`config.mk`:
```
export PLATFORM = sky130hd
export DESIGN_NAME = yawpid_mix
export DESIGN_NICKNAME = d
export VERILOG_FILES = /design/src/rtl/core/yawpid_pkg.sv /design/src/rtl/core/yawpid_mix.sv
export SDC_FILE = /design/constraint.sdc
export NUM_CORES = 1
export LEC_CHECK = 0
export ABC_AREA = 1
export BUFFER_PORTS_ARGS = -buffer_cell sky130_fd_sc_hd__buf_2
export CAP_MARGIN = 10
export CORE_ASPECT_RATIO = 1.4
export CORE_UTILIZATION = 59
export DETAILED_ROUTE_END_ITERATION = 6
export HOLD_SLACK_MARGIN = 0.03
export PLACE_DENSITY_LB_ADDON = 0.1
export SETUP_SLACK_MARGIN = 0.3
export SYNTH_ARGS = -nofsm -noshare
export SYNTH_HDL_FRONTEND = slang
export SYNTH_SLANG_ARGS = --single-unit
```
`constraint.sdc`:
```
create_clock -name aclk -period 10.3 [get_ports aclk]
set_clock_uncertainty 0.1 [all_clocks]
set_input_delay 0.515 -clock aclk [delete_from_list [all_inputs] [get_ports aclk]]
set_output_delay 0.515 -clock aclk [all_outputs]
set_load 0.05 [all_outputs]
```
`src/rtl/core/yawpid_pkg.sv`:
```
package yawpid_pkg;

    localparam int ERR_W    = 18;
    localparam int YAW_W    = 17;
    localparam int BASE_W   = 8;
    localparam int GAIN_W   = 16;
    localparam int INTEG_W  = 26;
    localparam int DY100_W  = 25;
    localparam int PK_W     = ERR_W + GAIN_W + 1;
    localparam int IK_W     = INTEG_W + GAIN_W + 1;
    localparam int DK_W     = DY100_W + GAIN_W + 1;
    localparam int P_W      = PK_W - 8;
    localparam int D_W      = DK_W - 8;
    localparam int IV_W     = IK_W - 8;
    localparam int DIVIN_W  = 31;
    localparam int RECIP_W  = 32;
    localparam int QPROD_W  = DIVIN_W + RECIP_W;
    localparam int RECIP_SH = 38;
    localparam int Q_W      = QPROD_W - RECIP_SH;
    localparam int SUM_W    = 36;
    localparam int CORR_W   = 17;
    localparam int MIX_W    = 19;
    localparam int ADDR_W   = 3;

    localparam logic [2:0] REG_KP        = 3'd0;
    localparam logic [2:0] REG_KI        = 3'd1;
    localparam logic [2:0] REG_KD        = 3'd2;
    localparam logic [2:0] REG_INT_LIMIT = 3'd3;
    localparam logic [2:0] REG_DRV_LIMIT = 3'd4;

    localparam logic [15:0] INT_LIMIT_RST = 16'd25600;
    localparam logic [15:0] DRV_LIMIT_RST = 16'd65280;

    localparam logic signed [18:0] HALF_TURN = 19'sd46080;
    localparam logic signed [18:0] FULL_TURN = 19'sd92160;
    localparam logic signed [MIX_W-1:0] WHEEL_MAX = 19'sd65280;
    localparam logic [22:0] DT_INV = 23'd100;
    localparam logic [RECIP_W-1:0] RECIP_100 = 32'd2748779070;

    typedef struct packed {
        logic [GAIN_W-1:0] kp;
        logic [GAIN_W-1:0] ki;
        logic [GAIN_W-1:0] kd;
        logic [GAIN_W-1:0] integral_limit;
        logic [GAIN_W-1:0] drive_limit;
    } cfg_t;

    typedef struct packed {
        logic signed [ERR_W-1:0]   err;
        logic signed [DY100_W-1:0] dyaw100;
        logic signed [INTEG_W-1:0] integ;
        logic [BASE_W-1:0]         base;
        logic                      dir;
    } front_t;

    typedef struct packed {
        logic signed [P_W-1:0] p;
        logic signed [D_W-1:0] d;
        logic                  i_neg;
        logic [Q_W-1:0]        i_mag;
        logic [BASE_W-1:0]     base;
        logic                  dir;
    } terms_t;

endpackage

```
`src/rtl/core/yawpid_mix.sv`:
```
module yawpid_mix
    import yawpid_pkg::*;
(
    input  logic                     aclk,
    input  logic                     aresetn,
    input  logic                     en,
    input  logic                     in_valid,
    input  terms_t                   stage_in,
    input  cfg_t                     cfg,
    output logic [BASE_W-1:0]        left_level,
    output logic [BASE_W-1:0]        right_level,
    output logic                     wheel_direction,
    output logic signed [CORR_W-1:0] correction,
    output logic                     out_valid
);

    logic signed [Q_W:0]       i_term;
    logic signed [SUM_W-1:0]   sum;
    logic signed [SUM_W-1:0]   dlim;
    logic signed [CORR_W-1:0]  corr;
    logic signed [CORR_W-1:0]  corr_reg;
    logic [BASE_W-1:0]         base_reg;
    logic                      dir_reg;
    logic                      valid1_reg;

    logic signed [MIX_W-1:0]   base_q;
    logic signed [MIX_W-1:0]   lf, rf;
    logic [BASE_W-1:0]         left_next, right_next;
    logic [BASE_W-1:0]         left_reg, right_reg;
    logic                      wdir_reg;
    logic signed [CORR_W-1:0]  corr_out_reg;
    logic                      valid2_reg;

    function automatic logic [BASE_W-1:0] wheel_sat(input logic signed [MIX_W-1:0] v);
        logic signed [MIX_W-1:0] c;
        if (v > WHEEL_MAX) begin
            c = WHEEL_MAX;
        end else if (v < 0) begin
            c = '0;
        end else begin
            c = v;
        end
        return c[15:8];
    endfunction

    always_comb begin
        i_term = stage_in.i_neg ? ~$signed({1'b0, stage_in.i_mag})
                                : $signed({1'b0, stage_in.i_mag});
        sum    = SUM_W'(stage_in.p) + SUM_W'(i_term) - SUM_W'(stage_in.d);
        dlim   = $signed({{(SUM_W-GAIN_W){1'b0}}, cfg.drive_limit});
        if (sum > dlim) begin
            corr = CORR_W'(dlim);
        end else if (sum < -dlim) begin
            corr = CORR_W'(-dlim);
        end else begin
            corr = CORR_W'(sum);
        end
    end

    always_ff @(posedge aclk) begin
        if (en) begin
            corr_reg <= corr;
            base_reg <= stage_in.base;
            dir_reg  <= stage_in.dir;
        end
    end

    always_comb begin
        base_q = $signed({{(MIX_W-BASE_W-8){1'b0}}, base_reg, 8'd0});
        if (!dir_reg) begin
            lf = base_q + MIX_W'(corr_reg);
            rf = base_q - MIX_W'(corr_reg);
        end else begin
            lf = base_q - MIX_W'(corr_reg);
            rf = base_q + MIX_W'(corr_reg);
        end
        left_next  = wheel_sat(lf);
        right_next = wheel_sat(rf);
    end

    always_ff @(posedge aclk) begin
        if (en) begin
            left_reg     <= left_next;
            right_reg    <= right_next;
            wdir_reg     <= dir_reg;
            corr_out_reg <= corr_reg;
        end
    end

    always_ff @(posedge aclk) begin
        if (!aresetn) begin
            valid1_reg <= 1'b0;
            valid2_reg <= 1'b0;
        end else if (en) begin
            valid1_reg <= in_valid;
            valid2_reg <= valid1_reg;
        end
    end

    assign left_level      = left_reg;
    assign right_level     = right_reg;
    assign wheel_direction = wdir_reg;
    assign correction      = corr_out_reg;
    assign out_valid       = valid2_reg;

endmodule

```
After elaboration in Yosys (flattened, before gate mapping)

Index checks and enable logic that the tools add are counted.

Register bits: 62
Logic and storage cells: 29

$add $sub $neg: 5
$lt $le $gt $ge: 6
Muxes and demuxes: 7
Bitwise gates (word level): 1

Operators by type and width:

| kind                   | number |
|---|---|
| $mux W16               | 3 |
| $gt A19 B17 Y1 const B | 2 |
| $lt A19 B1 Y1 const B  | 2 |
| $mux W19               | 2 |
| $lt A35 B36 Y1         | 1 |
| $neg A16 Y36           | 1 |
| $gt A35 B17 Y1         | 1 |
| $sub A28 B34 Y35       | 1 |
| $add A27 B26 Y28       | 1 |
| $mux W26               | 1 |
| $not A25 Y26           | 1 |
| $add A17 B17 Y18       | 1 |
| $sub A17 B17 Y18       | 1 |
| $mux W17               | 1 |

Logic depth before layout (Yosys ltp)

Word-level depth: 7
Mapped depth: 35

Worst setup path before layout

No wires, ideal clock.

Path kind: input-to-reg
Start: input port stage_in[34] (netlist bit)
End: register corr_reg[5] (data pin)
Arrival: 4.705 ns
Required time: 9.947 ns
Slack: 5.241 ns
Stages on the path: 28
Buffers on the path: 3
Cells stage by stage: clkbuf_1 -> clkbuf_1 -> inv_1 -> fa_1 -> inv_1 -> ha_1 -> a21oi_1 -> nand2_1 -> o21bai_1 -> a21oi_1 -> nand2_1 -> nand2_1 -> nand2_1 -> ha_1 -> nand2_1 -> inv_1 -> nand3_1 -> nor2_1 -> nand4_1 -> nor2_1 -> nor2_1 -> nand2_1 -> nand2_2 -> nand3_2 -> buf_6 -> nand3_1 -> nand3_1 -> nand2_1

Word-level cells in the longest chain between the ends: 6
Elaborated cells on any way between the ends: 7
Classes of those cells: add/sub: 2; order compare: 2; mux: 3

RTL lines:

| item                 | RTL line         | RTL |
|---|---|---|
| from (decl)          | yawpid_mix.sv:8  | `input terms_t stage_in,` |
| $mux W26 (*)         | yawpid_mix.sv:47 | `i_term = stage_in.i_neg ? ~$signed({1'b0, stage_in.i_mag})` |
| $add A27 B26 Y28 (*) | yawpid_mix.sv:49 | `sum = SUM_W'(stage_in.p) + SUM_W'(i_term) - SUM_W'(stage_in.d);` |
| $sub A28 B34 Y35 (*) | yawpid_mix.sv:49 |  |
| $lt A35 B36 Y1       | yawpid_mix.sv:53 | `end else if (sum < -dlim) begin` |
| $mux W17             | yawpid_mix.sv:53 |  |
| $mux W16 (*)         | yawpid_mix.sv:51 | `if (sum > dlim) begin` |
| net corr[5]          | yawpid_mix.sv:20 | `logic signed [CORR_W-1:0] corr;` |
| to (signal assigned) | yawpid_mix.sv:62 | `corr_reg <= corr;` |
| to (decl)            | yawpid_mix.sv:21 | `logic signed [CORR_W-1:0] corr_reg;` |

Mark *: on every way through the listed nets, which the timed path passes. The rest lies on a longest branch.
A chain may end at the register's enable or synchronous reset.

Final worst setup path

Start: input port stage_in[34] (netlist bit)
End: register corr_reg[16] (data pin)

Word-level cells in the longest chain between the ends: 5
Elaborated cells on any way between the ends: 6
Classes of those cells: add/sub: 2; order compare: 2; mux: 2

RTL lines:

| item                 | RTL line |
|---|---|
| $mux W26 (*)         | yawpid_mix.sv:47 |
| $add A27 B26 Y28 (*) | yawpid_mix.sv:49 |
| $sub A28 B34 Y35 (*) | yawpid_mix.sv:49 |
| $lt A35 B36 Y1       | yawpid_mix.sv:53 |
| $mux W17             | yawpid_mix.sv:53 |

Every way passes the cells marked *; elsewhere a longest branch is shown, timed or not.

==> out/metrics.yaml <==
min_path:
  hp-class: "input pin to register"
  hold_depth: 1
  holdCritStartpoint: "stage_in[7]"
  min_to: "base_reg[6]$_DFFE_PP_"
synth:
  synth_common_cells: "389 x nand2_1, 314 x inv_1, 121 x nand3_1"
  synthDistinctLibCells: 46
  syn_nets: 1722
  ys_seq_elements: 62
  synth_top_family_by_area: "simple AND/OR/NAND/NOR gates"
  syn_inst: 1408
  yosysMostFrequentCell: "nand2_1"
  synth_xor_area_share_pct: 5.63
  syn_area_per_cell_sq_um: 6.63
  netlist_area_sq_um: 9330
  yosysTopAreaCellShare_pct: 19.3
  yosys_warnings: 0
  synth-seq-area-share_pct: 19.7
  synthArstFlopShare_pct: 0
  synth-main-ff-cell: "edfxtp_1"
  synthAdderAreaFrac_pct: 20.8
  synth_top_cell_by_area: "edfxtp_1"
  synth_compound_area_share_pct: 7.30
  muxShareOfSynthArea_pct: 0
  synthTopCellsByArea: "edfxtp_1 19%, nand2_1 16%, ha_1 13%"
  synthSimpleGateAreaFrac_pct: 32.7
  synth_edf_count: 60
sta:
  final.setup.tns_ns: 0
  max_freq_mhz: 177
  hold_viol: 0
  worst_pin_slew_ns: 0.815
  setup_violations: 0
  post-route-period-util_pct: 54.9
  drv_slew: 0
  grt_setup_unrepaired: "no"
  relSlewSlack_pct: 45.1
  period_needed_ns: 5.66
final_layout:
  regArea_sq_um: 1840
  multi_input_area_sq_um: 6200
  drive_gt1_share_pct: 13.3
  area_growth_syn_to_layout_pct: 13.2
  fin_nets: 1869
  final.fill_count: 1457
  n_antenna_cell: 0
  post-route-util_pct: 68.0
floorplanning:
  die_x_um: 108
  core_area_sq_um: 15500
  rows: 54
  start_util_pct: 60.0
  die_h_um: 151
  ios: 215
  die_area_sq_um: 16300
run:
  drv_cap: 0
critical_path:
  endpoint_kind: "register"
  slowest_stage: "buf_2"
  arrival_ns: 5.69
  r2r-start: "corr_reg[9]$_DFFE_PP_"
  reg2reg_slack_ns: 6.82
  slowest_delay_ns: 0.56
  start_kind: "input pin"
  rr_worst_depth: 20
  required_ns: 10.34
  worstPathMaxFanout: 26
  crit_type: "input pin to register"
  r2r_end: "right_level[4]$_SDFFCE_PN1P_"
global_routing:
  grt.total_usage_pct: 30.9
  antenna_found_initial: 0
  overflow: 0
  grt_start_max_net_pins: 64
  grt_pass1_wl_mm: 39.7
  grt_pass1_vias: 8906
route:
  dr.pass1.iters: 5
  via_count: 9259
  vias_per_cell: 5.27
  wl_mm: 24.4
  drt_iter0_drc: 483
  drcViolationCount: 0
  ant_nets: 0
  routedWlPerCell_um: 13.9
clock_network:
  cts_resized: 0
  cts_max_path_buffers: 2
  clk_pin_slew_ns: 0.05
  cts_buffers: 9
  cts_tree: "yes"
  cts.sinks: 62
  cts_root_buffer: "clkbuf_16"
  htreeDepth: 3
  worstSkewPairLatency_ns: 0.33
  cts_setup_buffers: 0
  holdBufCountCts: 0
placed_design:
  dp_hpwl_mm: 20.7
  gp_congestion: 0.951
  io_buffers: 150
power:
  p_leak_nw: 5.98
  p_per_area_nw_per_um2: 211
  power_switching_mw: 1.17
  pwr-share-comb_pct: 67.0
  power_frac_seq_pct: 18.7
  clock_power_share_pct: 14.3
  ir_worst_vdd_uv: 212
  intPower_mw: 1.06
  switching_share_pct: 52.3
outcome:
  status: "finished, final reports clean"
## worst max-delay path by stage
stage          slack [ns]                    endpoint    startpoint  cells after the start
5_1_grt              4.12       corr_reg[1]$_DFFE_PP_  stage_in[34]                     30
4_1_cts              4.65  corr_reg[16]$_SDFFCE_PP0P_  stage_in[34]                     32
2_1_floorplan        5.24       corr_reg[5]$_DFFE_PP_  stage_in[34]                     28
6_report             4.64  corr_reg[16]$_SDFFCE_PP0P_  stage_in[34]                     31
3_3_place_gp         4.41  corr_reg[16]$_SDFFCE_PP0P_  stage_in[34]                     32
3_5_place_dp         4.30  corr_reg[16]$_SDFFCE_PP0P_  stage_in[34]                     32
## critical path, delay by kind of cell
kind,cells,cell delay [ns]
buffers and inverters,4,0.76
AO/OA/AOI/OAI,1,0.16
adder cells (fa/ha/maj),3,1.15
AND/OR/NAND/NOR,22,2.88
XOR/XNOR,1,0.19
## layout make-up
type,count,area share (%)
Multi-Input combinational cell,1010,58.7
Sequential cell,62,17.4
Inverter,320,11.4
Clock inverter,7,0.841
Tap cell,196,2.32
Timing Repair Buffer,152,7.25
Clock buffer,9,2.13
## power groups by stage
stage,clock network (mW),logic [mW],registers [mW]
after CTS,0.320,1.48,0.419
after floorplan,0,0.963,0.572
after global placement,0,1.44,0.417
after global routing,0.328,1.68,0.428
after detailed placement,0,1.47,0.422
final,0.318,1.49,0.418
## per-stage QoR
step	total power, mW	hold WS [ns]	setup slack [ns]	instances	cell area (sq um)
after detailed placement	1.89	0.335	4.30	1740	10300
after CTS	2.22	0.252	4.65	1756	10600
final	2.23	0.255	4.64	1756	10600
after global routing	2.44	0.256	4.12	1756	10600
after global placement	1.86	0.331	4.41	1740	10300
after floorplan	1.54	0.326	5.24	1408	9330
## cells in the final DEF (no fill, tap or decap), drive strengths merged
cell type / instances
buf: 152
nor4: 11
nand2: 400
nand3b: 2
ha: 99
a31oi: 2
xor2: 32
a211oi: 1
a21oi: 60
o31ai: 1
clkinv: 5
nand3: 127
bufinv: 2
nor3b: 1
o21ai: 49
a21boi: 1
or2: 4
clkinvlp: 1
o2bb2ai: 1
o21bai: 5
inv: 319
clkbuf: 9
fa: 35
nand4: 27
o211ai: 3
xnor2: 28
a221oi: 1
edfxtp: 60
dfxtp: 2
o311ai: 1
nor3: 15
nor2: 104
## kinds of logic (layout without fill, tap and decap cells)
family,after synthesis,in the layout
DFF,62,62
buffers and inverters,336,488
xor gates and xnor gates,60,60
and+or+nand+nor,691,691
adders and majority gates,134,134
AOI/OAI and AO/OA,125,125
## routing by layer
layer / wire length [um] / share of wire, % / global-route usage, %
met5: 0 / 0 / 0
met4: 1140 / 4.7 / 16.6
met3: 877 / 3.6 / 2.71
met2: 13200 / 54 / 61.8
met1: 9120 / 37 / 30.7
No activity file was read; power rests on OpenSTA's default activity.
