--- config.mk ---
export PLATFORM = sky130hd
export DESIGN_NAME = yawpid_mult
export DESIGN_NICKNAME = d
export VERILOG_FILES = /design/src/rtl/core/yawpid_pkg.sv /design/src/rtl/core/yawpid_mult.sv
export SDC_FILE = /design/constraint.sdc
export NUM_CORES = 2
export LEC_CHECK = 0
export BUFFER_PORTS_ARGS = -buffer_cell sky130_fd_sc_hd__buf_2
export CORE_MARGIN = 3
export CORE_UTILIZATION = 28
export CTS_CLUSTER_SIZE = 24
export DETAILED_ROUTE_END_ITERATION = 8
export PLACE_DENSITY_LB_ADDON = 0.3
export SETUP_SLACK_MARGIN = 0.15
export SYNTH_ARGS = -nofsm -noshare
export SYNTH_HDL_FRONTEND = slang
export SYNTH_SLANG_ARGS = --single-unit
--- constraint.sdc ---
create_clock -name aclk -period 18.1 [get_ports aclk]
set_input_delay 0 -clock aclk [delete_from_list [all_inputs] [get_ports aclk]]
set_output_delay 0 -clock aclk [all_outputs]
set_load 0.1 [all_outputs]
--- src/rtl/core/yawpid_pkg.sv ---
package yawpid_pkg;

    localparam int ERR_W    = 18;
    localparam int YAW_W    = 17;
    localparam int BASE_W   = 8;
    localparam int GAIN_W   = 16;
    localparam int INTEG_W  = 26;
    localparam int DY100_W  = 25;
    localparam int PK_W     = ERR_W + GAIN_W + 1;
    localparam int IK_W     = INTEG_W + GAIN_W + 1;
    localparam int DK_W     = DY100_W + GAIN_W + 1;
    localparam int P_W      = PK_W - 8;
    localparam int D_W      = DK_W - 8;
    localparam int IV_W     = IK_W - 8;
    localparam int DIVIN_W  = 31;
    localparam int RECIP_W  = 32;
    localparam int QPROD_W  = DIVIN_W + RECIP_W;
    localparam int RECIP_SH = 38;
    localparam int Q_W      = QPROD_W - RECIP_SH;
    localparam int SUM_W    = 36;
    localparam int CORR_W   = 17;
    localparam int MIX_W    = 19;
    localparam int ADDR_W   = 3;

    localparam logic [2:0] REG_KP        = 3'd0;
    localparam logic [2:0] REG_KI        = 3'd1;
    localparam logic [2:0] REG_KD        = 3'd2;
    localparam logic [2:0] REG_INT_LIMIT = 3'd3;
    localparam logic [2:0] REG_DRV_LIMIT = 3'd4;

    localparam logic [15:0] INT_LIMIT_RST = 16'd25600;
    localparam logic [15:0] DRV_LIMIT_RST = 16'd65280;

    localparam logic signed [18:0] HALF_TURN = 19'sd46080;
    localparam logic signed [18:0] FULL_TURN = 19'sd92160;
    localparam logic signed [MIX_W-1:0] WHEEL_MAX = 19'sd65280;
    localparam logic [22:0] DT_INV = 23'd100;
    localparam logic [RECIP_W-1:0] RECIP_100 = 32'd2748779070;

    typedef struct packed {
        logic [GAIN_W-1:0] kp;
        logic [GAIN_W-1:0] ki;
        logic [GAIN_W-1:0] kd;
        logic [GAIN_W-1:0] integral_limit;
        logic [GAIN_W-1:0] drive_limit;
    } cfg_t;

    typedef struct packed {
        logic signed [ERR_W-1:0]   err;
        logic signed [DY100_W-1:0] dyaw100;
        logic signed [INTEG_W-1:0] integ;
        logic [BASE_W-1:0]         base;
        logic                      dir;
    } front_t;

    typedef struct packed {
        logic signed [P_W-1:0] p;
        logic signed [D_W-1:0] d;
        logic                  i_neg;
        logic [Q_W-1:0]        i_mag;
        logic [BASE_W-1:0]     base;
        logic                  dir;
    } terms_t;

endpackage

--- src/rtl/core/yawpid_mult.sv ---
module yawpid_mult
    import yawpid_pkg::*;
(
    input  logic   aclk,
    input  logic   aresetn,
    input  logic   en,
    input  logic   in_valid,
    input  front_t stage_in,
    input  cfg_t   cfg,
    output terms_t stage_out,
    output logic   stage_valid
);

    logic signed [PK_W-1:0] pk, pk_reg;
    logic signed [IK_W-1:0] ik, ik_reg;
    logic signed [DK_W-1:0] dk, dk_reg;
    logic [BASE_W-1:0]      base_reg;
    logic                   dir_reg;
    logic                   valid1_reg;

    logic signed [IV_W-1:0] iv;
    logic [IV_W-1:0]        iu;
    logic [QPROD_W-1:0]     qprod;
    terms_t                 terms_reg;
    logic                   valid2_reg;

    assign pk = PK_W'($signed({1'b0, cfg.kp})) * PK_W'(stage_in.err);
    assign ik = IK_W'($signed({1'b0, cfg.ki})) * IK_W'(stage_in.integ);
    assign dk = DK_W'($signed({1'b0, cfg.kd})) * DK_W'(stage_in.dyaw100);

    always_ff @(posedge aclk) begin
        if (en) begin
            pk_reg   <= pk;
            ik_reg   <= ik;
            dk_reg   <= dk;
            base_reg <= stage_in.base;
            dir_reg  <= stage_in.dir;
        end
    end

    // Floor division by 100 of the integral product: the negative case uses
    // floor(v / 100) = -(floor((-v - 1) / 100)) - 1, i.e. the one's complement.
    always_comb begin
        iv    = ik_reg[IK_W-1:8];
        iu    = iv[IV_W-1] ? ~iv : iv;
        qprod = QPROD_W'(iu[DIVIN_W-1:0]) * QPROD_W'(RECIP_100);
    end

    always_ff @(posedge aclk) begin
        if (en) begin
            terms_reg.p     <= pk_reg[PK_W-1:8];
            terms_reg.d     <= dk_reg[DK_W-1:8];
            terms_reg.i_neg <= iv[IV_W-1];
            terms_reg.i_mag <= qprod[QPROD_W-1:RECIP_SH];
            terms_reg.base  <= base_reg;
            terms_reg.dir   <= dir_reg;
        end
    end

    always_ff @(posedge aclk) begin
        if (!aresetn) begin
            valid1_reg <= 1'b0;
            valid2_reg <= 1'b0;
        end else if (en) begin
            valid1_reg <= in_valid;
            valid2_reg <= valid1_reg;
        end
    end

    assign stage_out   = terms_reg;
    assign stage_valid = valid2_reg;

endmodule

== Yosys cells after proc, flatten, opt, wreduce, memory -nomap -nowiden ==
Index checks and enable logic that the tools add are counted.
Widths: inputs -> output; s select.

* Register bits: 227
* Latch bits: 0
* Memory bits (writable): 0
* ROM bits: 0
* Input port bits: 162
* Output and inout port bits: 97
* Memories kept: 0

* Add/subtract/negate cells: 0
* Multiply operators: 4
* Div/mod/pow operators: 0
* $lt $le $gt $ge: 0
* Equality and inequality tests: 0
* Shift operators: 0
* Mux-type cells: 1
* Bitwise logic cells: 1
* Reduce and logical (&&, ||, !) cells: 0

{| class="wikitable"
|+ Operator list
! cell !! count
|-
| $mul 31x31->62 const B || 1
|-
| $mul 17x26->43 || 1
|-
| $mul 17x25->42 || 1
|-
| $mul 17x18->35 || 1
|-
| $mux 31 || 1
|-
| $not 31->31 || 1
|}

== Logic depth before layout (Yosys ltp) ==
* Depth after elaboration: 3
* Depth in mapped cells: 30

== Worst setup path before layout ==
Ideal clock, no wire load.

* Kind: register to register
* Start point: reg ik_reg[42]
* End point: reg terms_reg (netlist bit stage_out[33]) (data pin)
* Arrival: 7.940 ns
* Path slack: 9.890 ns
* Stages on the path, launching flop included: 27
* Path buffers: 4
* Period minus slack after synthesis: 8.210 ns
* Cell sequence: edfxtp_1 clkbuf_1 buf_2 buf_2 buf_1 xor2_1 fa_1 fa_1 inv_1 fa_1 inv_1 fa_1 fa_1 fa_1 inv_1 fa_1 inv_1 ha_1 and4_1 and4_1 nand3_1 nand4_1 o31a_1 a21oi_1 o21ai_1 a2111oi_0 nor3b_1

* Cells in the longest elaborated chain, start to end: 2

{| class="wikitable"
|+ RTL lines
! what !! line !! RTL
|-
| from (decl) || yawpid_mult.sv:15 || <nowiki>logic signed [IK_W-1:0] ik, ik_reg;</nowiki>
|-
| from (signal assigned) || yawpid_mult.sv:34 || <nowiki>ik_reg <= ik;</nowiki>
|-
| $mux 31 || yawpid_mult.sv:45 || <nowiki>iu = iv[IV_W-1] ? ~iv : iv;</nowiki>
|-
| $mul 31x31->62 || yawpid_mult.sv:46 || <nowiki>qprod = QPROD_W'(iu[DIVIN_W-1:0]) * QPROD_W'(RECIP_100);</nowiki>
|-
| named net qprod[62] || yawpid_mult.sv:23 || <nowiki>logic [QPROD_W-1:0] qprod;</nowiki>
|-
| to (decl) || yawpid_mult.sv:24 || <nowiki>terms_t terms_reg;</nowiki>
|}

The timed path passes the listed nets, and every way through them passes these cells.
A chain may end at the register's enable or synchronous reset.

== Worst setup path in the final report ==
Same ends and word-level chain as after synthesis.

==> impl_results.html <==
<table>
<tr><th>Metric</th><th>Value</th></tr>
<tr><th colspan="2">Min path</th></tr>
<tr><td>Hold crit path type</td><td>in -&gt; reg</td></tr>
<tr><td>Start point of the worst hold path</td><td>stage_in[4]</td></tr>
<tr><th colspan="2">Final layout</th></tr>
<tr><td>Core occupancy in the finished layout</td><td>30.5%</td></tr>
<tr><td>Synthesis-to-layout area growth</td><td>8.11%</td></tr>
<tr><td>Ratio of cells with drive above 1 in the final layout</td><td>about 4.8%</td></tr>
<tr><td>Number of nets in the layout</td><td>8,617</td></tr>
<tr><td>Number of filler cells placed in the layout</td><td>around 23,000</td></tr>
<tr><td>Count of placed standard cells in the final layout, fillers left out</td><td>about 9,000</td></tr>
<tr><td>Number of flip-flops in the largest register</td><td>96</td></tr>
<tr><th colspan="2">Detailed routing</th></tr>
<tr><td>Total vias in the final route</td><td>roughly 40,000</td></tr>
<tr><td>Average detailed-routed wire length per instance</td><td>roughly 17 µm</td></tr>
<tr><td>Highest metal layer with signal wires</td><td>met4</td></tr>
<tr><td>Via density per instance</td><td>4.40</td></tr>
<tr><td>Number of design-rule violations left by the first detailed-router iteration</td><td>approximately 2,100</td></tr>
<tr><td>WL met3</td><td>around 7.9 mm</td></tr>
<tr><td>Count of antenna-violating nets left after detailed routing</td><td>0</td></tr>
<tr><td>Routed Wire Length</td><td>roughly 160 mm</td></tr>
<tr><td>Wire length on met2</td><td>roughly 75 mm</td></tr>
<tr><td>Remaining design rule violation count</td><td>0</td></tr>
<tr><td>Initial DRT Pass Iterations</td><td>5</td></tr>
<tr><td>Routed length on met1</td><td>a little over 70 mm</td></tr>
<tr><th colspan="2">Synth</th></tr>
<tr><td>Number of distinct standard cells referenced by the synthesized netlist</td><td>68</td></tr>
<tr><td>Largest area contributor in the synthesized netlist</td><td>fa_1</td></tr>
<tr><td>Ys flop type</td><td>edfxtp_1</td></tr>
<tr><td>Syn_nets</td><td>8,521</td></tr>
<tr><td>Top cell type's share of synthesized area</td><td>between 40% and 50%</td></tr>
<tr><td>Most common cell in the synthesized netlist</td><td>inv_1</td></tr>
<tr><td>Post-Syn Instances</td><td>between 6,000 and 7,000</td></tr>
<tr><td>Post-synth design cell area</td><td>about 61,000 µm²</td></tr>
<tr><td>#FFs+latches synth</td><td>200</td></tr>
<tr><td>Warnings, synthesis</td><td>0</td></tr>
<tr><td>Average size of a mapped cell</td><td>slightly below 10 µm²</td></tr>
<tr><td>Largest cells by area after synthesis</td><td>fa_1 47%, ha_1 14%, inv_1 11%, edfxtp_1 9.7%, nand2_1 4.6%</td></tr>
<tr><td>Proportion of register bits with asynchronous set or reset after synthesis</td><td>0%</td></tr>
<tr><td>Share of the yosys chip area belonging to registers</td><td>roughly 10%</td></tr>
<tr><td>Most used standard cells in the synthesized netlist</td><td>1,830 x inv_1, 1,439 x fa_1, 753 x nand2_1</td></tr>
<tr><td>Number of synthesized flops with an enable pin</td><td>just under 200</td></tr>
<tr><th colspan="2">Placement</th></tr>
<tr><td>Global placement routability congestion</td><td>around 0.9</td></tr>
<tr><td>DP Cell Count</td><td>just over 9,000</td></tr>
<tr><td>Number of buffers added on ports</td><td>226</td></tr>
<tr><td>Detailed placer's ending HPWL</td><td>~130 mm</td></tr>
<tr><th colspan="2">Critical path</th></tr>
<tr><td>Kind of critical path</td><td>reg -&gt; reg</td></tr>
<tr><td>Worst endpoint required time</td><td>roughly 18 ns</td></tr>
<tr><td>Source of the critical timing path</td><td>ik_reg[42]</td></tr>
<tr><td>Origin of the critical flop-to-flop path</td><td>ik_reg[42]</td></tr>
<tr><td>Max Fanout on Critical Path</td><td>32</td></tr>
<tr><td>Data arrival time at the worst-slack endpoint</td><td>approximately 9.5 ns</td></tr>
<tr><td>Critical Path Sink Type</td><td>register</td></tr>
<tr><td>CP startpoint kind</td><td>register</td></tr>
<tr><th colspan="2">STA</th></tr>
<tr><td>Period utilization</td><td>50.6%</td></tr>
<tr><td>Worst hold slack</td><td>about 0.16 ns</td></tr>
<tr><td>Total Negative Setup Slacks</td><td>0 ns</td></tr>
<tr><td>Final hold vios</td><td>0</td></tr>
<tr><td>Number of max-slew violations in the final report</td><td>0</td></tr>
<tr><td>Setup repair after global routing missed its margin</td><td>false</td></tr>
<tr><td>Max transition margin</td><td>14.8%</td></tr>
<tr><td>Worst clock skew on the final layout</td><td>just over 0.03 ns</td></tr>
<tr><td>Setup violators final</td><td>0</td></tr>
<tr><td>Actual transition at the worst max-transition pin</td><td>between 1 and 1.5 ns</td></tr>
<tr><td>Highest achievable clock rate</td><td>109 MHz</td></tr>
<tr><td>Min Tclk post-route</td><td>a little over 9 ns</td></tr>
<tr><th colspan="2">Floorplan</th></tr>
<tr><td>Die Y</td><td>474 µm</td></tr>
<tr><td>Site row count</td><td>between 150 and 200</td></tr>
<tr><td>Num ports</td><td>259</td></tr>
<tr><td>Core area</td><td>roughly 220,000 µm²</td></tr>
<tr><td>Die span in x</td><td>approximately 470 µm</td></tr>
<tr><td>Initial Utilization</td><td>28.2%</td></tr>
<tr><td>Area of the die</td><td>225,000 µm²</td></tr>
<tr><th colspan="2">Clock tree</th></tr>
<tr><td>Buffer count from post-CTS setup fixing</td><td>0</td></tr>
<tr><td>Clock Pin Slew Worst Setup and Hold Paths</td><td>approximately 0.1 ns</td></tr>
<tr><td>TritonCTS clock tree</td><td>built</td></tr>
<tr><td>Worst-skew pair later-pin latency</td><td>approximately 0.56 ns</td></tr>
<tr><td>Post-cts sizing count</td><td>0</td></tr>
<tr><td>Number of buffers inserted for hold repair after clock tree synthesis</td><td>12</td></tr>
<tr><td>Largest buffer count on any clock path</td><td>2</td></tr>
<tr><td>CTS H-tree lvls</td><td>4</td></tr>
<tr><td>Cell chosen for the clock root</td><td>clkbuf_16</td></tr>
<tr><td>Number of sinks driven by the clock tree</td><td>200</td></tr>
<tr><td>Cts bufs inserted</td><td>17</td></tr>
<tr><th colspan="2">Global routing</th></tr>
<tr><td>Vias in the first global route</td><td>roughly 46,000</td></tr>
<tr><td>Largest net degree at the start of global routing</td><td>90</td></tr>
<tr><td>Antenna violations before repair</td><td>9</td></tr>
<tr><td>Wire length of the first global-routing pass</td><td>approximately 260 mm</td></tr>
<tr><td>Total routing usage reported by global routing</td><td>14.6%</td></tr>
<tr><td>Remaining Overflow, GRT</td><td>0</td></tr>
<tr><th colspan="2">Status</th></tr>
<tr><td>Outcome</td><td>complete, no violations</td></tr>
<tr><th colspan="2">Flow run</th></tr>
<tr><td>MaxCap Viol Count</td><td>0</td></tr>
</table>
## layout make-up
type	count	area, µm²	share of cell area [%]
Clock buffer	17	425	0.642
Tap cell	2854	3570	5.39
Clock inverter	15	204	0.308
Antenna cell	13	32.5	0.0491
Multi-Input combinational cell	4046	47800	72.1
Inverter	1830	6870	10.4
Timing Repair Buffer	258	1410	2.13
Sequential cell	200	5990	9.03
## cells by family (layout without fill, tap and decap cells)
| family | after synthesis | count (layout) | synth area share, % |
|---|---|---|---|
| XOR/XNOR | 193 | 193 | 2.76 |
| AND/OR/NAND/NOR | 1388 | 1388 | 10.7 |
| adder cells (fa/ha/maj) | 2102 | 2102 | 60.5 |
| AO/OA/AOI/OAI | 361 | 361 | 3.89 |
| buffers and inverters | 2011 | 2120 | 12.3 |
| multiplexers | 2 | 2 | 0.0327 |
| flip-flops | 200 | 200 | 9.76 |
| other | 0 | 13 | 0 |
## worst max-delay path, stage by stage, from the launching register on
cell and delay, ns:
edfxtp_1 0.33, buf_4 0.44, xor2_1 0.92, ha_1 0.39, inv_1 0.08, fa_1 0.40
inv_1 0.09, fa_1 0.44, fa_1 0.59, fa_1 0.45, fa_1 0.47, fa_1 0.50
inv_1 0.05, fa_1 0.47, inv_1 0.04, ha_1 0.30, a21o_1 0.19, a21o_1 0.19
a211oi_1 0.70, nand4_1 0.21, o31a_1 0.37, a21oi_1 0.53, o21ai_1 0.25, a2111oi_0 0.41
nor3b_1 0.09
## routing by layer
layer  track usage (%)  vias up
met2              24.1      835
met3              2.46      131
li1                  -    18600
met5                 0        -
met4              3.56        0
met1              20.0    21100
## per-stage QoR
step,setup slack (ns),cell area (µm²)
detailed placement,8.81,65500
CTS,8.75,66200
global route,8.45,66300
finish,8.94,66300
global placement,8.84,65500
floorplan,9.89,61300
## cells in the final DEF (no fill, tap or decap), types with 4 or more instances in the layout
cell type      count
a211oi_1           9
a21boi_0           6
a21o_1            73
a21oi_1          109
a221o_1            4
a221oi_1           5
a31oi_1            9
and2_1           409
and3_1            20
and4_1             7
buf_2            225
buf_4             20
clkbuf_16         17
clkinv_8           5
diode_2           13
dlygate4sd3_1     12
edfxtp_1         198
fa_1            1439
ha_1             663
inv_1           1830
nand2_1          753
nand2b_1           9
nand3_1           22
nand4_1           23
nor2_1            77
nor2b_1           12
nor3_1            30
nor4_1             5
o211ai_1           9
o21a_1            16
o21ai_0           62
o21bai_1          11
o31a_1             4
o31ai_1            6
or2_2             11
xnor2_1          125
xor2_1            67
## worst paths after layout
check	slack [ns]	cells after the start	end
setup reg to reg	8.94	24	stage_out[33]
hold reg to reg	0.40	0	stage_out[40]
hold / removal	0.16	2	base_reg[3]
setup / recovery	8.94	24	stage_out[33]
Power is not shown: default switching activity piles up to over one toggle a cycle in this logic, so the estimate is an artifact.
