<file path="config.mk">
export PLATFORM = sky130hd
export DESIGN_NAME = yawpid_front
export DESIGN_NICKNAME = d
export VERILOG_FILES = /design/src/rtl/core/yawpid_pkg.sv /design/src/rtl/core/yawpid_front.sv
export SDC_FILE = /design/constraint.sdc
export NUM_CORES = 1
export LEC_CHECK = 0
export BUFFER_PORTS_ARGS = -buffer_cell sky130_fd_sc_hd__buf_2
export CORE_UTILIZATION = 56
export CTS_CLUSTER_SIZE = 10
export DETAILED_ROUTE_END_ITERATION = 12
export GPL_TIMING_DRIVEN = 0
export PLACE_DENSITY = 0.82
export SLEW_MARGIN = 20
export SYNTH_ARGS = -nofsm -noshare
export SYNTH_HDL_FRONTEND = slang
export SYNTH_SLANG_ARGS = --single-unit
</file>
<file path="constraint.sdc">
create_clock -name aclk -period 15.75 [get_ports aclk]
set_clock_uncertainty 0.15 [all_clocks]
set_input_delay 0.7875 -clock aclk [delete_from_list [all_inputs] [get_ports aclk]]
set_output_delay 0.7875 -clock aclk [all_outputs]
set_load 0.005 [all_outputs]
</file>
<file path="src/rtl/core/yawpid_pkg.sv">
package yawpid_pkg;

    localparam int ERR_W    = 18;
    localparam int YAW_W    = 17;
    localparam int BASE_W   = 8;
    localparam int GAIN_W   = 16;
    localparam int INTEG_W  = 26;
    localparam int DY100_W  = 25;
    localparam int PK_W     = ERR_W + GAIN_W + 1;
    localparam int IK_W     = INTEG_W + GAIN_W + 1;
    localparam int DK_W     = DY100_W + GAIN_W + 1;
    localparam int P_W      = PK_W - 8;
    localparam int D_W      = DK_W - 8;
    localparam int IV_W     = IK_W - 8;
    localparam int DIVIN_W  = 31;
    localparam int RECIP_W  = 32;
    localparam int QPROD_W  = DIVIN_W + RECIP_W;
    localparam int RECIP_SH = 38;
    localparam int Q_W      = QPROD_W - RECIP_SH;
    localparam int SUM_W    = 36;
    localparam int CORR_W   = 17;
    localparam int MIX_W    = 19;
    localparam int ADDR_W   = 3;

    localparam logic [2:0] REG_KP        = 3'd0;
    localparam logic [2:0] REG_KI        = 3'd1;
    localparam logic [2:0] REG_KD        = 3'd2;
    localparam logic [2:0] REG_INT_LIMIT = 3'd3;
    localparam logic [2:0] REG_DRV_LIMIT = 3'd4;

    localparam logic [15:0] INT_LIMIT_RST = 16'd25600;
    localparam logic [15:0] DRV_LIMIT_RST = 16'd65280;

    localparam logic signed [18:0] HALF_TURN = 19'sd46080;
    localparam logic signed [18:0] FULL_TURN = 19'sd92160;
    localparam logic signed [MIX_W-1:0] WHEEL_MAX = 19'sd65280;
    localparam logic [22:0] DT_INV = 23'd100;
    localparam logic [RECIP_W-1:0] RECIP_100 = 32'd2748779070;

    typedef struct packed {
        logic [GAIN_W-1:0] kp;
        logic [GAIN_W-1:0] ki;
        logic [GAIN_W-1:0] kd;
        logic [GAIN_W-1:0] integral_limit;
        logic [GAIN_W-1:0] drive_limit;
    } cfg_t;

    typedef struct packed {
        logic signed [ERR_W-1:0]   err;
        logic signed [DY100_W-1:0] dyaw100;
        logic signed [INTEG_W-1:0] integ;
        logic [BASE_W-1:0]         base;
        logic                      dir;
    } front_t;

    typedef struct packed {
        logic signed [P_W-1:0] p;
        logic signed [D_W-1:0] d;
        logic                  i_neg;
        logic [Q_W-1:0]        i_mag;
        logic [BASE_W-1:0]     base;
        logic                  dir;
    } terms_t;

endpackage

</file>
<file path="src/rtl/core/yawpid_front.sv">
module yawpid_front
    import yawpid_pkg::*;
(
    input  logic                     aclk,
    input  logic                     aresetn,
    input  logic                     en,
    input  logic                     in_valid,
    input  logic signed [ERR_W-1:0]  yaw_error,
    input  logic signed [YAW_W-1:0]  meas_yaw,
    input  logic [BASE_W-1:0]        base_level,
    input  logic                     direction,
    input  logic                     clear_integral,
    input  cfg_t                     cfg,
    output front_t                   stage_out,
    output logic                     stage_valid
);

    logic signed [INTEG_W-1:0] integ_reg, integ_next;
    logic signed [YAW_W-1:0]   prev_yaw_reg;
    front_t                    stage_reg;
    logic                      valid_reg;

    logic signed [INTEG_W-1:0] integ_base;
    logic signed [INTEG_W:0]   isum;
    logic signed [INTEG_W:0]   ilim;
    logic [22:0]               ilim_u;
    logic signed [18:0]        dyaw_raw;
    logic signed [18:0]        dyaw_wrap;
    logic signed [ERR_W-1:0]   dyaw;
    logic signed [DY100_W-1:0] dyaw100;

    always_comb begin
        integ_base = clear_integral ? '0 : integ_reg;
        isum       = (INTEG_W+1)'(integ_base) + (INTEG_W+1)'(yaw_error);
        ilim_u     = 23'(cfg.integral_limit) * DT_INV;
        ilim       = $signed({{(INTEG_W-22){1'b0}}, ilim_u});
        if (isum > ilim) begin
            integ_next = INTEG_W'(ilim);
        end else if (isum < -ilim) begin
            integ_next = INTEG_W'(-ilim);
        end else begin
            integ_next = INTEG_W'(isum);
        end
        dyaw_raw = 19'(meas_yaw) - 19'(prev_yaw_reg);
        if (dyaw_raw > HALF_TURN) begin
            dyaw_wrap = dyaw_raw - FULL_TURN;
        end else if (dyaw_raw < -HALF_TURN) begin
            dyaw_wrap = dyaw_raw + FULL_TURN;
        end else begin
            dyaw_wrap = dyaw_raw;
        end
        dyaw    = ERR_W'(dyaw_wrap);
        dyaw100 = DY100_W'(dyaw) * 25'sd100;
    end

    always_ff @(posedge aclk) begin
        if (!aresetn) begin
            integ_reg    <= '0;
            prev_yaw_reg <= '0;
            valid_reg    <= 1'b0;
        end else if (en) begin
            valid_reg <= in_valid;
            if (in_valid) begin
                integ_reg    <= integ_next;
                prev_yaw_reg <= meas_yaw;
            end
        end
    end

    always_ff @(posedge aclk) begin
        if (en && in_valid) begin
            stage_reg.err     <= yaw_error;
            stage_reg.dyaw100 <= dyaw100;
            stage_reg.integ   <= integ_next;
            stage_reg.base    <= base_level;
            stage_reg.dir     <= direction;
        end
    end

    assign stage_out   = stage_reg;
    assign stage_valid = valid_reg;

endmodule

</file>
======== After elaboration in Yosys (flattened, before gate mapping) ========
Index checks and enable logic that the tools add are counted.
Widths: inputs -> output; s select.
word-level totals
  logic and storage cells ................. 26
  bits in registers ....................... 120
  bits of input ports ..................... 129
  output and inout bits ................... 79
operators by class
  $mul .................................... 2
  $lt $le $gt $ge ......................... 4
  reduce and logical (&&, ||, !) cells .... 2
  multiplexer cells ....................... 5
  add/sub/neg operators ................... 5
operators with widths
  operator                count
  $mux 26                 3
  $mux 18                 2
  $add 26x18->27          1
  $gt 27x24->1            1
  $lt 27x27->1            1
  $neg 23->27             1
  $mul 18x6->23 const B   1
  $mul 16x5->21 const B   1
  $add 18x18->18 const B  1
  $gt 18x17->1 const B    1
  $lt 18x17->1 const B    1
  $sub 17x17->18          1
  $sub 18x18->18 const B  1
  $reduce_and 2->1        1
  $logic_and 1x1->1       1

======== Longest topological paths before layout ========
Gate-level depths: netlist of the first run.
  word-level depth ........................ 5
  gate-level depth with buffers ........... 31

======== Worst setup path after synthesis of the first run ========
OpenSTA, ideal clock, no wires.
  kind .................................... in2reg
  from .................................... input port cfg[18] (netlist name)
  to ...................................... register integ_reg[13]
  arrival ................................. 6.365 ns
  path slack .............................. 8.995 ns
  required time ........................... 15.360 ns
  stages on the path ...................... 22
  setup time .............................. 0.240 ns
  cells stage by stage .................... ha_1 ha_1 fa_1 ha_1 nor2b_1 o31a_1 o41a_1 or4_1 nand3_2 and2_4 nand2_4 nor4b_4 and2_1 ha_1 a21o_1 a2111oi_0 o22ai_1 a21oi_1 clkbuf_1 a31oi_1 o22a_1 o2bb2ai_1
on the way
  cells in the longest elaborated chain, start to end .. 5
RTL lines
  what                      line                RTL
  from (decl)               yawpid_front.sv:13  input cfg_t cfg,
  $mul 16x5->21 *           yawpid_front.sv:35  ilim_u = 23'(cfg.integral_limit) * DT_INV;
  $neg 23->27               yawpid_front.sv:40  integ_next = INTEG_W'(-ilim);
  $lt 27x27->1              yawpid_front.sv:39  end else if (isum < -ilim) begin
  $mux 26                   yawpid_front.sv:39
  $mux 26 *                 yawpid_front.sv:37  if (isum > ilim) begin
  named net integ_next[13]  yawpid_front.sv:18  logic signed [INTEG_W-1:0] integ_reg, integ_next;
  to (signal assigned)      yawpid_front.sv:64  integ_reg <= integ_next;
  to (decl)                 yawpid_front.sv:18
Mark *: on every way through the listed nets, which the timed path passes. The rest lies on a longest branch.
A chain may end at the register's enable or synchronous reset.

======== Final worst setup path of the first run ========
  from .................................... input port cfg[18] (netlist name)
  to ...................................... register stage_reg (netlist bit stage_out[31]) (data pin)
on the way
  cells in the longest elaborated chain, start to end .. 5
RTL lines
  what                      line                RTL
  $mul 16x5->21 *           yawpid_front.sv:35
  $neg 23->27               yawpid_front.sv:40
  $lt 27x27->1              yawpid_front.sv:39
  $mux 26                   yawpid_front.sv:39
  $mux 26 *                 yawpid_front.sv:37
  named net integ_next[22]  yawpid_front.sv:18
  to (decl)                 yawpid_front.sv:20  front_t stage_reg;
Marks and branches as above.

==> metrics.md, run 1 <==
| Metric | Value |
|---|---|
| WP data arrival | `7890 ps` |
| Routed WL | `32300 µm` |
| Std-Cell Rows | `53` |
| Total Die Area | `22600 µm²` |
| Outcome | `completed` |
| Fillcell total | `1726` |
| H-tree depth | `4` |
| RSZ-0062 raised after global routing | `false` |
| Fin. Hold Viols | `0` |
| Drt pass-1 iters | `5` |
| DRC viols | `0` |
| Startpoint type of the worst setup path | `input port` |
| Via Count | `10900` |
| Drt initial violations | `775` |
| LEAKAGE | `6.58 nW` |
| Slew margin rel. | `34.2%` |
| First-pass GRT wire length | `51200 µm` |
| Origin of the worst setup path | `cfg[18]` |
| Finished Layout Cells | `1821` |
| Worst reg2reg startpoint | `prev_yaw_reg[1]` |
| Share of post-route cells with drive strength above 1 | `14.7%` |
| Flop-to-flop setup slack | `8350 ps` |
| Highest Clock Rate | `0.129 GHz` |
| Crit path to | `stage_out[31]` |
| Routability cong. | `0.951` |
| Cell depth of the worst flop-to-flop path | `30` |
| Hold_ws | `306 ps` |
| Final WS setup | `8020 ps` |
| Synthesized area | `12300 µm²` |
| Chip Width | `150 µm` |
| Pin count of the biggest net entering global routing | `57` |
| Max Root-Sink Buffers | `2` |
| Clk slew on worst S/H paths | `60 ps` |
| Placed cells | `1789` |
| Yosys cell types | `93` |
| Flip-flop count of the largest register after layout | `76` |
| Sink Count | `120` |
| Tcrit/Tclk final | `49.1%` |
| Post-DRT Antenna Nets | `0` |
| Synth cell count leaders | `ha_1 (205), inv_1 (163), nand2_1 (95)` |
| Data required, critical path | `15900 ps` |
| # IOs | `208` |
| Syn-to-layout area delta | `13.6%` |
| Yosys reg bits | `120` |
| Largest fanout on the critical path | `10` |
| Clk_lat worst skew | `450 ps` |
| CTS Buf Count | `17` |
| Worst-Margin Slew | `975 ps` |
| Seq/Total Area, Yosys | `25.7%` |
| Post-CTS Resized | `0` |
| Post-synth EDFFs | `76` |
| Post-synth top area share | `20.8%` |
| Hpwl dp | `25800 µm` |
| Clk root buf | `clkbuf_16` |
| Routed len/inst | `17.7 µm` |
| Leading area contributor after synthesis | `ha_1` |
| Most numerous cell in the Yosys netlist | `ha_1` |
| Syn Inst Count | `1371` |
| GRT Total Usage | `29.2%` |
| Initial core utilization | `57.9%` |
| Postcts setup bufs | `0` |
| MaxCap Viol Count | `0` |
| Top cells by area, synth | `ha_1 (21%), edfxtp_1 (19%), dfxtp_1 (7.1%), inv_1 (5.0%), fa_1 (4.5%)` |
| Critical path capture point type | `flop` |
| Final setup violation count | `0` |
| Syn. warnings | `0` |
| Die Y | `150 µm` |
| FFs w/ async S/R, synth | `0%` |
| Pre-CTS WS | `7870 ps` |
| Grt ovf | `0` |
| Antenna diodes | `0` |
| Synth Flop Type | `edfxtp_1` |
| Worst Hold Class | `reg -> reg` |
| Core Util, Final | `65.8%` |
| Worst VDD drop | `0.186 mV` |
| CORE AREA | `21300 µm²` |
| Post-CTS Hold Buffers | `0` |
| Initial antenna violation count | `0` |
| Reg-to-Reg End | `stage_out[58]` |
| Syn avg cell area | `8.99 µm²` |
| Pwr/cell area | `173 nW/µm²` |
| Min Tclk post-route | `7730 ps` |
| Slew Viols, Final | `0` |
| IO Port Bufs | `141` |
| Vias/cell | `5.98` |
| Setup tns final | `0 ps` |
| Critical path class | `in -> reg` |
| Vias in the first global route | `10500` |
| Nets | `1895` |
| CTS tree | `yes` |
[area by class of cell]
| cell class | instances | area [µm²] | share of cell area [%] |
|---|---|---|---|
| plain buffers | 40 | 176 | 1.26 |
| repair buffers | 142 | 733 | 5.24 |
| inverters | 163 | 612 | 4.37 |
| clock inverters | 14 | 164 | 1.17 |
| well taps | 275 | 344 | 2.46 |
| clock buffers | 18 | 429 | 3.06 |
| flip-flops and latches | 120 | 3160 | 22.6 |
| multi-input cells | 1049 | 8380 | 59.9 |
[cells in the final DEF, fill, tap and decap left out, types with 12 or more instances in the layout]
master | Yosys | layout
fa_1 | 28 | 28
ha_1 | 205 | 205
buf_2 | 6 | 147
and2_1 | 13 | 13
inv_1 | 163 | 163
clkbuf_16 | 0 | 17
nor2_1 | 65 | 65
a21boi_0 | 19 | 19
o21a_1 | 17 | 17
edfxtp_1 | 76 | 76
nor3_1 | 29 | 29
o21ai_0 | 50 | 50
o21ai_1 | 13 | 13
nand4_1 | 12 | 12
a21oi_1 | 82 | 82
nand3_1 | 26 | 26
o2bb2ai_1 | 12 | 12
xnor2_1 | 55 | 55
nor2b_1 | 40 | 40
a21o_1 | 50 | 50
dfxtp_1 | 44 | 44
nand2_1 | 95 | 95
a31oi_1 | 14 | 14
xor2_1 | 19 | 19
nand2b_1 | 13 | 13
clkbuf_1 | 29 | 29
[how the worst min path moves through the flow]
stage	depth (start not counted)	endpoint	from	slack (ps)
6_report	2	integ_reg[19]	integ_reg[19]	310
5_1_grt	2	integ_reg[6]	integ_reg[6]	330
4_1_cts	2	integ_reg[6]	integ_reg[6]	310
3_5_place_dp	2	integ_reg[6]	integ_reg[6]	300
3_3_place_gp	2	integ_reg[0]	integ_reg[0]	290
2_1_floorplan	2	integ_reg[19]	integ_reg[19]	280
[cell families after synthesis]
family                   share of synthesized area [%]
multiplexers                                     0.254
adder cells (fa/ha/maj)                           25.4
XOR/XNOR                                          5.52
AND/OR/NAND/NOR                                   15.5
other                                           0.0304
buffers and inverters                             6.36
flip-flops                                        25.7
AO/OA/AOI/OAI                                     21.3
[report_power, final]
group	internal, mW	total, mW	switching [mW]
logic	0.661	1.56	0.897
clock network	0.236	0.397	0.161
registers	0.452	0.466	0.0140
[critical path, stage by stage]
cell,delay [ps]
buf_2,150
ha_1,320
ha_1,310
fa_1,460
ha_1,270
a211oi_1,360
o21ai_1,180
a21oi_1,350
o211ai_1,180
a31o_2,260
a21oi_1,170
xor2_1,540
nor4b_4,470
and2_1,190
ha_1,240
a21o_1,190
a2111oi_0,420
o22ai_1,180
a21oi_1,660
clkbuf_1,500
nand3b_1,150
a21oi_1,370
or2_1,170
[stage by stage]
step / cell area, µm² / power (mW)
detailed placement: 13400 / 1.98
finish: 14000 / 2.42
global route: 14000 / 2.62
CTS: 14000 / 2.41
floorplan: 12300 / 1.62
global placement: 13400 / 1.90
[layer usage]
metal | up-vias | global-route usage, % | wire (µm)
li1 | 5264 | - | -
met1 | 5082 | 38.0 | 14100
met2 | 482 | 48.4 | 14700
met3 | 66 | 4.21 | 2480
met4 | 0 | 12.4 | 1010
met5 | - | 0 | 0
Note: power is estimated with default switching activity, not from simulation.
==> run 2, diff against run 1 <==
==> constraint.sdc (replaced) <==
create_clock -name aclk -period 7.9 [get_ports aclk]
set_clock_uncertainty 0.15 [all_clocks]
set_input_delay 0.395 -clock aclk [delete_from_list [all_inputs] [get_ports aclk]]
set_output_delay 0.395 -clock aclk [all_outputs]
set_load 0.005 [all_outputs]
==> metrics.md, run 2 (synthesized netlist as in run 1, its figures left out) <==
| Metric | Value |
|---|---|
| # IOs | `208` |
| Vias/cell | `5.97` |
| Worst path max stage delay | `550 ps` |
| Sequential Power Share | `19.2%` |
| Fin. Hold Viols | `0` |
| Slew Viols, Final | `0` |
| Commonest non-fill, non-tap cell in the layout | `ha_1` |
| CTS Buf Count | `17` |
| Highest Clock Rate | `0.135 GHz` |
| Nets | `1904` |
| CP top delay family | `compound AO/OA/AOI/OAI gates` |
| Most frequent cells in the layout | `ha_1 (205), inv_1 (163), buf_2 (147)` |
| Worst-Margin Slew | `993 ps` |
| Post-CTS Hold Buffers | `9` |
| Max Root-Sink Buffers | `2` |
| Grt ovf | `0` |
| Total Die Area | `22600 µm²` |
| Data required, critical path | `7950 ps` |
| Die Y | `150 µm` |
| Gate power share | `64.3%` |
| Slowest CP cell | `fa_1` |
| Min Tclk post-route | `7430 ps` |
| Antenna diodes | `0` |
| Routability cong. | `0.951` |
| IO Port Bufs | `141` |
| Finished Layout Cells | `1830` |
| DRC viols | `0` |
| Worst VDD drop | `0.371 mV` |
| Int Power | `2.69 mW` |
| Setup tns final | `0 ps` |
| Clk root buf | `clkbuf_16` |
| RSZ-0062 raised after global routing | `false` |
| Via Count | `10900` |
| Post-DRT Antenna Nets | `0` |
| Share of post-route cells with drive strength above 1 | `14.7%` |
| Critical path class | `reg -> reg` |
| Std-Cell Rows | `53` |
| Syn-to-layout area delta | `14.3%` |
| Slew margin rel. | `33.0%` |
| Largest fanout on the critical path | `6` |
| Drt initial violations | `801` |
| Worst Hold Class | `in -> reg` |
| LEAKAGE | `6.62 nW` |
| Outcome | `completed` |
| First-pass GRT wire length | `51400 µm` |
| WP data arrival | `7480 ps` |
| Vias in the first global route | `10500` |
| Post-CTS Resized | `0` |
| Postcts setup bufs | `0` |
| Initial core utilization | `57.9%` |
| Critical path capture point type | `flop` |
| CTS tree | `yes` |
| Hpwl dp | `25800 µm` |
| Clk_lat worst skew | `450 ps` |
| Pin count of the biggest net entering global routing | `57` |
| Flip-flop count of the largest register after layout | `76` |
| Switching portion of total power | `44.3%` |
| Routed WL | `32400 µm` |
| GRT Total Usage | `29.4%` |
| MaxCap Viol Count | `0` |
| H-tree depth | `4` |
| Startpoint type of the worst setup path | `flop` |
| WP buf/inv | `4` |
| Pwr/cell area | `343 nW/µm²` |
| Chip Width | `150 µm` |
| Drt pass-1 iters | `7` |
| Tcrit/Tclk final | `94.0%` |
| Clk slew on worst S/H paths | `70 ps` |
| CORE AREA | `21300 µm²` |
| Sw power | `2.14 mW` |
| Clock share of power | `16.4%` |
| Final setup violation count | `0` |
| Initial antenna violation count | `0` |
| Routed len/inst | `17.7 µm` |
| Sink Count | `120` |
| Placed cells | `1789` |
run 2: cell types whose count changed in the layout (fill, tap and decap cells not counted):
cell / delta
dlygate4sd3_1: +9
run 2: worst paths after layout:
path / from / end / slack [ps] / cells past startpoint
worst max register to register: prev_yaw_reg[1] / stage_out[58] / 470 / 30
worst min-delay path: yaw_error[4] / stage_out[64] / 20 / 1
worst max-delay path: prev_yaw_reg[1] / stage_out[58] / 470 / 30
worst min register to register: integ_reg[19] / integ_reg[19] / 310 / 2
run 2: layout make-up:
type	instances	area [µm²]
multi-input combinational	1049	8380
timing repair buffer	151	823
clock buffer	18	429
inverter	163	612
tap	275	344
buffer	40	176
sequential	120	3160
clock inverter	14	164
fill	1713	7190
run 2: metrics by stage:
stage               util (%)  hold WS [ps]  total power, mW  worst slack [ps]  cell area, µm²
floorplan                  -           282             3.23              1540           12300
global placement        62.9           295             3.79               427           13400
detailed placement      63.0           301             3.95               409           13400
CTS                     66.2          10.3             4.80               551           14100
global route            66.2          11.7             5.22              7.24           14100
finish                  66.2          21.5             4.83               472           14100
run 2: metal layers:
metal	GRT usage, %	up-vias	part of all wire [%]
met5	0	-	0
met4	12.4	0	3.1
met3	4.18	68	7.3
met2	48.8	477	46
met1	38.0	5093	44
li1	-	5286	-
run 2: worst register-to-register path, delay by kind of cell, from the launching register on:
kind | cells | cell delay [ps]
fa+ha+maj | 5 | 1730
buf+inv | 4 | 320
compound gates | 11 | 2600
xor+xnor | 3 | 750
flops | 1 | 370
simple gates | 7 | 1310
run 2: power groups by stage:
| stage | combinational (mW) | clock, mW | sequential [mW] |
|---|---|---|---|
| after global routing | 3.45 | 0.828 | 0.939 |
| after floorplan | 2.28 | 0 | 0.951 |
| after detailed placement | 3.00 | 0 | 0.942 |
| after global placement | 2.85 | 0 | 0.940 |
| after CTS | 3.07 | 0.800 | 0.930 |
| final | 3.11 | 0.795 | 0.929 |
